`config.mk`:
```
export PLATFORM = sky130hd
export DESIGN_NAME = ftbp_ctrl
export DESIGN_NICKNAME = d
export VERILOG_FILES = /design/src/sv/ftbp_pkg.sv /design/src/sv/ftbp_ctrl.sv
export SDC_FILE = /design/constraint.sdc
export NUM_CORES = 1
export LEC_CHECK = 0
export BUFFER_PORTS_ARGS = -buffer_cell sky130_fd_sc_hd__buf_2
export CORE_AREA = 10 10 47 49
export CTS_BUF_LIST = sky130_fd_sc_hd__clkbuf_8
export DETAILED_ROUTE_END_ITERATION = 12
export DIE_AREA = 0 0 57 59
export HOLD_SLACK_MARGIN = 0.08
export PLACE_DENSITY = 0.43
export SLEW_MARGIN = 20
export SYNTH_ARGS = -nofsm -noshare
export SYNTH_HDL_FRONTEND = slang
export SYNTH_SLANG_ARGS = --single-unit
```
`constraint.sdc`:
```
create_clock -name clk -period 0.9 [get_ports clk]
set_input_delay 0.045 -clock clk [delete_from_list [all_inputs] [get_ports clk]]
set_output_delay 0.045 -clock clk [all_outputs]
set_load 0.005 [all_outputs]
```
`src/sv/ftbp_pkg.sv`:
```
package ftbp_pkg;

  localparam logic [1:0] CMD_PACKET  = 2'd0;
  localparam logic [1:0] CMD_INSTALL = 2'd1;
  localparam logic [1:0] CMD_TICK    = 2'd2;

  localparam logic [1:0] FS_OK     = 2'd0;
  localparam logic [1:0] FS_NOT_IP = 2'd1;

  localparam logic [1:0] MODE_REMOTE = 2'd0;
  localparam logic [1:0] MODE_PASS   = 2'd1;
  localparam logic [1:0] MODE_LIMIT  = 2'd2;

  localparam logic [2:0] V_TX    = 3'd0;
  localparam logic [2:0] V_PASS  = 3'd1;
  localparam logic [2:0] V_DROP  = 3'd2;
  localparam logic [2:0] V_ABORT = 3'd3;
  localparam logic [2:0] V_REDIR = 3'd4;

  localparam logic [7:0] PROTO_TCP = 8'd6;
  localparam logic [7:0] PROTO_UDP = 8'd17;

  typedef enum logic [2:0] {
    ST_IDLE,
    ST_SCAN,
    ST_MUL,
    ST_ACT,
    ST_OUT
  } ftbp_state_t;

  typedef struct packed {
    logic load;
    logic scan;
    logic mul;
    logic act;
    logic out_valid;
  } ftbp_cmd_t;

  typedef struct packed {
    logic scan_done;
  } ftbp_status_t;

  // one contract as stored in the table RAM
  typedef struct packed {
    logic [103:0] key;
    logic [1:0]   mode;
    logic [31:0]  cap;
    logic [23:0]  rate;
    logic [31:0]  tok;
    logic [31:0]  last;
  } ftbp_entry_t;

endpackage

```
`src/sv/ftbp_ctrl.sv`:
```
module ftbp_ctrl (
  input  logic                  clk,
  input  logic                  rst,
  input  logic                  in_valid,
  output logic                  in_stall,
  input  logic                  out_stall,
  input  ftbp_pkg::ftbp_status_t status,
  output ftbp_pkg::ftbp_cmd_t    ctl
);
  import ftbp_pkg::*;

  ftbp_state_t state, state_next;

  always_ff @(posedge clk) begin
    if (rst) begin
      state <= ST_IDLE;
    end else begin
      state <= state_next;
    end
  end

  always_comb begin
    state_next = state;
    unique case (state)
      ST_IDLE: if (in_valid) state_next = ST_SCAN;
      ST_SCAN: if (status.scan_done) state_next = ST_MUL;
      ST_MUL:  state_next = ST_ACT;
      ST_ACT:  state_next = ST_OUT;
      ST_OUT:  if (!out_stall) state_next = ST_IDLE;
      default: state_next = ST_IDLE;
    endcase
  end

  always_comb begin
    ctl = '0;
    in_stall = 1'b1;
    unique case (state)
      ST_IDLE: begin
        in_stall = 1'b0;
        ctl.load = in_valid;
      end
      ST_SCAN: ctl.scan = 1'b1;
      ST_MUL:  ctl.mul = 1'b1;
      ST_ACT:  ctl.act = 1'b1;
      ST_OUT:  ctl.out_valid = 1'b1;
      default: ;
    endcase
  end

endmodule

```
# After elaboration in Yosys (flattened, before gate mapping)
# Index checks and enable logic that the tools add are counted.
# totals
in_bits	5
wordCells	20
reg_bits	3
out_inout_bits	6
# op_classes
eq_ne	7
reduce_logical	2
muxes	10
# op_table
cell	n
case mux 3 bit (5 select lines)	1
2-to-1 mux 3 bit	3
== test 3 x 2 -> 1 bit (second input constant)	2
2-to-1 mux 1 bit	6
inequality test 2 bit (second input constant)	3
== test 3 x 1 -> 1 bit (second input constant)	1
== test 3 bit (second input constant)	1
zero test 3 bit	1
AND reduction 3 bit	1

# Depth between registers and ports, before layout
# Gate-level depths: netlist (run 1).
# logic_depth
ltp_word	3
depth_mapped	2
depth_no_buf	2

# Least setup slack after synthesis (run 1)
# Ideal clock, no wire load.
# synth_timing
path_kind	register -> register
from	reg state[0]
to	reg state[0]
period_less_slack_ps	1023
slack_ps	-123
arrival_time_ps	944
stages_incl_launch_ff	3
n_path_buf	0
setup_ps	79
required_ps	821
path_cell_list	dfxtp_1 > or3b_1 > a211oi_2
# synth_via
elab_chain_len	3
word_cells_on_any_way	10
cone_classes	eq/ne: 7; mux: 1; reduce/logical: 2
# synth_lines
element	line_no	rtl
start: declaration	ftbp_ctrl.sv:12	ftbp_state_t state, state_next;
start signal: assignment	ftbp_ctrl.sv:18	state <= state_next;
== test 3 x 1 -> 1 bit, or another cell as far along	ftbp_ctrl.sv:24	unique case (state)
inequality test 2 bit (no source line)	n/a	
AND reduction 3 bit (no source line)	n/a	
# Parallel ways exist; a longest one is shown, timed or not.
# A chain may end at the register's enable or synchronous reset.

==> flow_metrics.env, run 1 <==
export IMPL_areaGrowthSynthToFinish_pct=131
export IMPL_max_cap_violations=0
export IMPL_rsz0062_at_grt="true"
export IMPL_cts_htree_levels=1
export IMPL_grt_overflow=0
export IMPL_largest_reg_flops=3
export IMPL_status="complete, but fails checks"
export IMPL_reg2reg_from="state[0]"
export IMPL_drt_iter0_drc=2
export IMPL_grt_pass1_vias=263
export IMPL_clk_latency_ns=0.21
export IMPL_finalCritPeriodShare_pct=128
export IMPL_largest_registers="state (3)"
export IMPL_yosys_warnings=0
export IMPL_syn_area_um2=176
export IMPL_antenna_found_initial=0
export IMPL_gp_congestion=0.688
export IMPL_total_power_uw=666
export IMPL_p_leak_uw=0.000199
export IMPL_regMostFlops="state"
export IMPL_die_h_um=59
export IMPL_pre_cts_ws_ns=-0.107
export IMPL_arrival_ns=1.11
export IMPL_grt_usage_pct=4.06
export IMPL_cts_reportedPaths_clkPinSlew_ns=0.03
export IMPL_setup_slack_ns=-0.256
export IMPL_fill_cells=161
export IMPL_clock_skew_ns=0.000493
export IMPL_startpoint="state[0]"
export IMPL_end_kind="primary output"
export IMPL_port_buffers=10
export IMPL_cp_max_fo=4
export IMPL_viasPerCell=3.79
export IMPL_clock_sink_count=3
export IMPL_synth_seq_cells=3
export IMPL_met1_length_um=289
export IMPL_routed_wl_um=606
export IMPL_cellPowerDensity_nw_per_um2=1630
export IMPL_maxSlewViolCount=0
export IMPL_wire_per_inst_um=10.6
export IMPL_layout_cells_non_filler=57
export IMPL_core_area_um2=1400
export IMPL_pin_count=11
export IMPL_slew_limit_headroom_pct=90.0
export IMPL_cp_required_ns=0.85
export IMPL_drc=0
export IMPL_fp_row_count=14
export IMPL_wl_met3_um=93
export IMPL_synth_avg_cell_area_um2=9.29
export IMPL_ir_drop_v=0.000536
export IMPL_placed_cells=50
export IMPL_dp_hpwl_um=447
export IMPL_synthFlopType="dfxtp_1"
export IMPL_synth_nets=24
export IMPL_vias=216
export IMPL_grt_pass1_wl_um=1050
export IMPL_drtPass1Iterations=4
export IMPL_synth_edff_count=0
export IMPL_setup_tns_ns=-1.38
export IMPL_numCtsBuffers=3
export IMPL_die_x_um=57
export IMPL_worstMarginPinSlew_ns=0.150
export IMPL_hold_violations=0
export IMPL_fmax_ghz=0.865
export IMPL_yosys_area_top_type="dfxtp_1"
export IMPL_start_util_pct=12.6
export IMPL_cts_max_path_buffers=2
export IMPL_fin_crit_ns=1.16
export IMPL_violations="negative setup slack"
export IMPL_dieArea_um2=3360
export IMPL_synth_top_area_share_pct=34.0
export IMPL_crit_path_start_kind="flop"
export IMPL_synthTopCellsByCount="3 x dfxtp_1, 3 x nor3b_1, 2 x inv_1"
export IMPL_yosysSeqAreaShare_pct=34.0
export IMPL_drtAntennaViolNets=0
export IMPL_top_layer_used="met3"
export IMPL_hp_start="status"
export IMPL_diodes=0
export IMPL_synth_cells=19
export IMPL_grt_max_degree=7
export IMPL_yosysUniqueCellTypes=14
export IMPL_synth_area_leaders="dfxtp_1 34%, nor3b_1 13%, a211oi_2 7.1%, and3b_2 5.7%, a22o_1 5.0%"
export IMPL_drive_gt1_share_pct=78.0
export IMPL_final_core_util_pct=29.1
export IMPL_critPathKind="reg2out"
export IMPL_finalNetCount=47
export IMPL_ff_latch_area_um2=68.8
export IMPL_root_buffer="clkbuf_8"
export IMPL_setup_viol=9
export IMPL_multi_input_area_um2=144
export IMPL_async_flop_share_pct=0
export IMPL_dr_wl_met2_um=223
export IMPL_cts_tree="yes"
export IMPL_hp_class="in2reg"
through the flow:
stage	hold WS, ns	instance area (µm²)
floorplan	0.102	185
global placement	0.260	293
detailed placement	0.263	293
CTS	0.119	378
global route	0.153	408
finish	0.132	408
layer usage:
layer | vias up | track usage (%)
li1 | 114 | -
met1 | 91 | 3.92
met2 | 11 | 5.12
met3 | 0 | 3.43
met4 | 0 | 4.03
met5 | - | 0
worst max-delay path, cell delays in order (launching register included):
cell	delay [ns]
dfxtp_2	0.33
or3_4	0.39
nor2_2	0.07
buf_2	0.11
layout make-up:
cell class,instances,area share (%)
Clock buffer,3,10.1
Clock inverter,1,0.920
Inverter,2,1.84
Multi-Input combinational cell,14,35.3
Sequential cell,3,16.9
Tap cell,16,4.91
Timing Repair Buffer,18,30.1
cells by family (layout without fill, tap and decap cells):
group                  after synthesis  in the layout  synth area share (%)
DFF                                  3              3                  34.0
AOI/OAI and AO/OA                    4              4                  20.6
and+or+nand+nor                     10             10                  41.1
buffers and inverters                2             24                  4.26
report_power, final:
part           total [µW]  internal (µW)  switching, µW  leakage (µW)
combinational         139           87.7           51.0      0.000146
sequential            150            140           10.0     0.0000264
clock                 378            290           87.4     0.0000269
repair_timing:
item,in CTS,in global routing
endpoints found under the hold margin,2,0
endpoints found under the setup margin,9,9
hold buffers,1,0
pin swaps,3,3
resized for setup,6,5
setup buffers,1,1
final timing paths:
path | endpoint | slack, ns | depth (start not counted)
max reg2reg | state[0] | -0.18 | 3
min reg2reg | state[1] | 0.46 | 1
max | ctl[4] | -0.26 | 3
min | state[1] | 0.13 | 3
cell usage in the layout, fill, tap and decap left out:
| cell type | count |
|---|---|
| buf_2 | 9 |
| dfxtp_4 | 2 |
| dlygate4sd3_1 | 1 |
| or3_4 | 1 |
| and3b_2 | 1 |
| buf_4 | 6 |
| nor2_2 | 1 |
| dfxtp_2 | 1 |
| nand3b_1 | 1 |
| a211oi_2 | 2 |
| nor3b_2 | 2 |
| clkbuf_8 | 3 |
| nor2b_1 | 1 |
| inv_1 | 3 |
| o21bai_1 | 1 |
| nand2b_1 | 1 |
| nor3b_4 | 1 |
| buf_6 | 2 |
| a22o_1 | 1 |
| or3b_4 | 1 |
Note: power is estimated with default switching activity, not from simulation.
==> run 2, diff against run 1 <==
--- a/config.mk
+++ b/config.mk
@@ -7,7 +7,7 @@
 export LEC_CHECK = 0
 export BUFFER_PORTS_ARGS = -buffer_cell sky130_fd_sc_hd__buf_2
 export CORE_AREA = 10 10 47 49
-export CTS_BUF_LIST = sky130_fd_sc_hd__clkbuf_8
+export CTS_BUF_LIST = sky130_fd_sc_hd__clkbuf_4 sky130_fd_sc_hd__clkbuf_8
 export DETAILED_ROUTE_END_ITERATION = 12
 export DIE_AREA = 0 0 57 59
 export HOLD_SLACK_MARGIN = 0.08
==> run 2 against run 1 <==
  * The run still ends with negative setup slack left
  * Non-clock buffer count stayed put
  * Register-to-register slack about the same
  * Sequential cell count unchanged
  * Clock power down 30%
  * Via count grew 0.93%
  * Sequential share of layout area increased by 0.28 points
  * Combinational power is essentially flat
  * Critical path type unchanged
==> flow_metrics.env, run 2 (synthesis results as in run 1) <==
export IMPL_status="complete, but fails checks"
export IMPL_violations="negative setup slack"
export IMPL_fin_crit_ns=1.17
export IMPL_pwr_share_comb_pct=24.8
export IMPL_hold_ws_ns=0.107
export IMPL_startpoint="state[0]"
export IMPL_largest_reg_flops=3
export IMPL_reg2reg_from="state[1]"
export IMPL_grt_overflow=0
export IMPL_antenna_found_initial=0
export IMPL_crit_path_start_kind="flop"
export IMPL_pre_cts_ws_ns=-0.107
export IMPL_seqPwrFrac_pct=27.4
export IMPL_fp_row_count=14
export IMPL_drc=0
export IMPL_layout_common_cells="9 x buf_2, 5 x buf_4, 4 x clkbuf_4"
export IMPL_port_buffers=10
export IMPL_finalNetCount=47
export IMPL_total_power_uw=551
export IMPL_cts_tree="yes"
export IMPL_fmax_ghz=0.854
export IMPL_root_buffer="clkbuf_4"
export IMPL_critPathTopFamily="simple AND/OR/NAND/NOR gates"
export IMPL_setup_slack_ns=-0.271
export IMPL_die_x_um=57
export IMPL_layout_commonest_cell="buf_2"
export IMPL_crit_path_top_delay_cell="or3_4"
export IMPL_clk_latency_ns=0.23
export IMPL_finalCritPeriodShare_pct=130
export IMPL_diodes=0
export IMPL_slew_limit_headroom_pct=88.3
export IMPL_grt_pass1_wl_um=1010
export IMPL_power_switching_uw=127
export IMPL_wire_per_inst_um=10.5
export IMPL_crit_chain="or3_4, nor2_2, buf_2"
export IMPL_grt_usage_pct=3.89
export IMPL_cp_required_ns=0.85
export IMPL_final_core_util_pct=27.6
export IMPL_core_area_um2=1400
export IMPL_maxSlewViolCount=0
export IMPL_dr_wl_met2_um=227
export IMPL_drtAntennaViolNets=0
export IMPL_ir_drop_v=0.000471
export IMPL_die_h_um=59
export IMPL_largest_registers="state (3)"
export IMPL_gp_congestion=0.688
export IMPL_dp_hpwl_um=447
export IMPL_cts_reportedPaths_clkPinSlew_ns=0.04
export IMPL_grt_pass1_vias=252
export IMPL_hp_class="in2reg"
export IMPL_setup_tns_ns=-1.60
export IMPL_clock_skew_ns=0.000337
export IMPL_start_util_pct=12.6
export IMPL_p_clk_share_pct=47.8
export IMPL_worstMarginPinSlew_ns=0.174
export IMPL_swShare_pct=23.1
export IMPL_cts_htree_levels=1
export IMPL_wl_met3_um=97
export IMPL_drive_gt1_share_pct=75.6
export IMPL_rsz0062_at_grt="true"
export IMPL_internal_power_uw=424
export IMPL_vias=218
export IMPL_areaGrowthSynthToFinish_pct=119
export IMPL_p_leak_uw=0.000188
export IMPL_max_stage_delay_ns=0.39
export IMPL_clock_sink_count=3
export IMPL_cellPowerDensity_nw_per_um2=1430
export IMPL_met1_length_um=273
export IMPL_top_layer_used="met3"
export IMPL_dieArea_um2=3360
export IMPL_viasPerCell=3.82
export IMPL_drtPass1Iterations=1
export IMPL_numCtsBuffers=3
export IMPL_grt_max_degree=7
export IMPL_max_cap_violations=0
export IMPL_critPathKind="reg2out"
export IMPL_fill_cells=168
export IMPL_arrival_ns=1.13
export IMPL_hp_start="status"
export IMPL_critical_path_buf_inv_count=1
export IMPL_hold_violations=0
export IMPL_cp_max_fo=4
export IMPL_regMostFlops="state"
export IMPL_pin_count=11
export IMPL_drt_iter0_drc=0
export IMPL_end_kind="primary output"
export IMPL_routed_wl_um=598
export IMPL_setup_viol=9
export IMPL_cts_max_path_buffers=2
## run 2: cell type report
class                   instances  area, µm²  share of cell area, %
inverters                       2       7.51                   1.94
flip-flops and latches          3       66.3                   17.2
multi-input cells              14        136                   35.3
well taps                      16       20.0                   5.18
repair buffers                 18        126                   32.7
clock buffers                   4       30.0                   7.77
## run 2: layer usage
| layer | vias to the layer above | global-route usage, % |
|---|---|---|
| met2 | 11 | 5.12 |
| met4 | 0 | 4.03 |
| met1 | 92 | 3.80 |
| met3 | 0 | 2.79 |
| li1 | 115 | - |
| met5 | - | 0 |
## run 2: worst paths after layout
kind | to | slack [ns] | cells past startpoint
worst min-delay path | state[1] | 0.11 | 3
worst max-delay path | ctl[4] | -0.27 | 3
worst max register to register | state[0] | -0.18 | 3
worst min register to register | state[0] | 0.47 | 1
## run 2: what timing repair did
item                                    in CTS  in global routing
endpoints found under the hold margin        2                  0
hold buffers                                 1                  0
pin swaps                                    5                  2
buffers inserted                             2                  0
resized for setup                            7                  2
endpoints found under the setup margin       9                  9
## run 2: tightest hold or removal path, stage by stage
cell and delay [ns]:
buf_2 0.11, nand3b_1 0.08, a211oi_1 0.06
## run 2: power groups by stage
stage	Combinational [µW]	Clock, µW	Sequential [µW]
floorplan	46.8	0	156
CTS	134	278	150
finish	137	263	151
detailed placement	107	0	155
global placement	108	0	155
global route	153	277	152
## run 2: metrics by stage
step,instance area [µm²],cells
2_1_floorplan,185,19
3_3_place_gp,293,50
3_5_place_dp,293,50
4_1_cts,374,57
5_1_grt,387,57
6_report,387,57
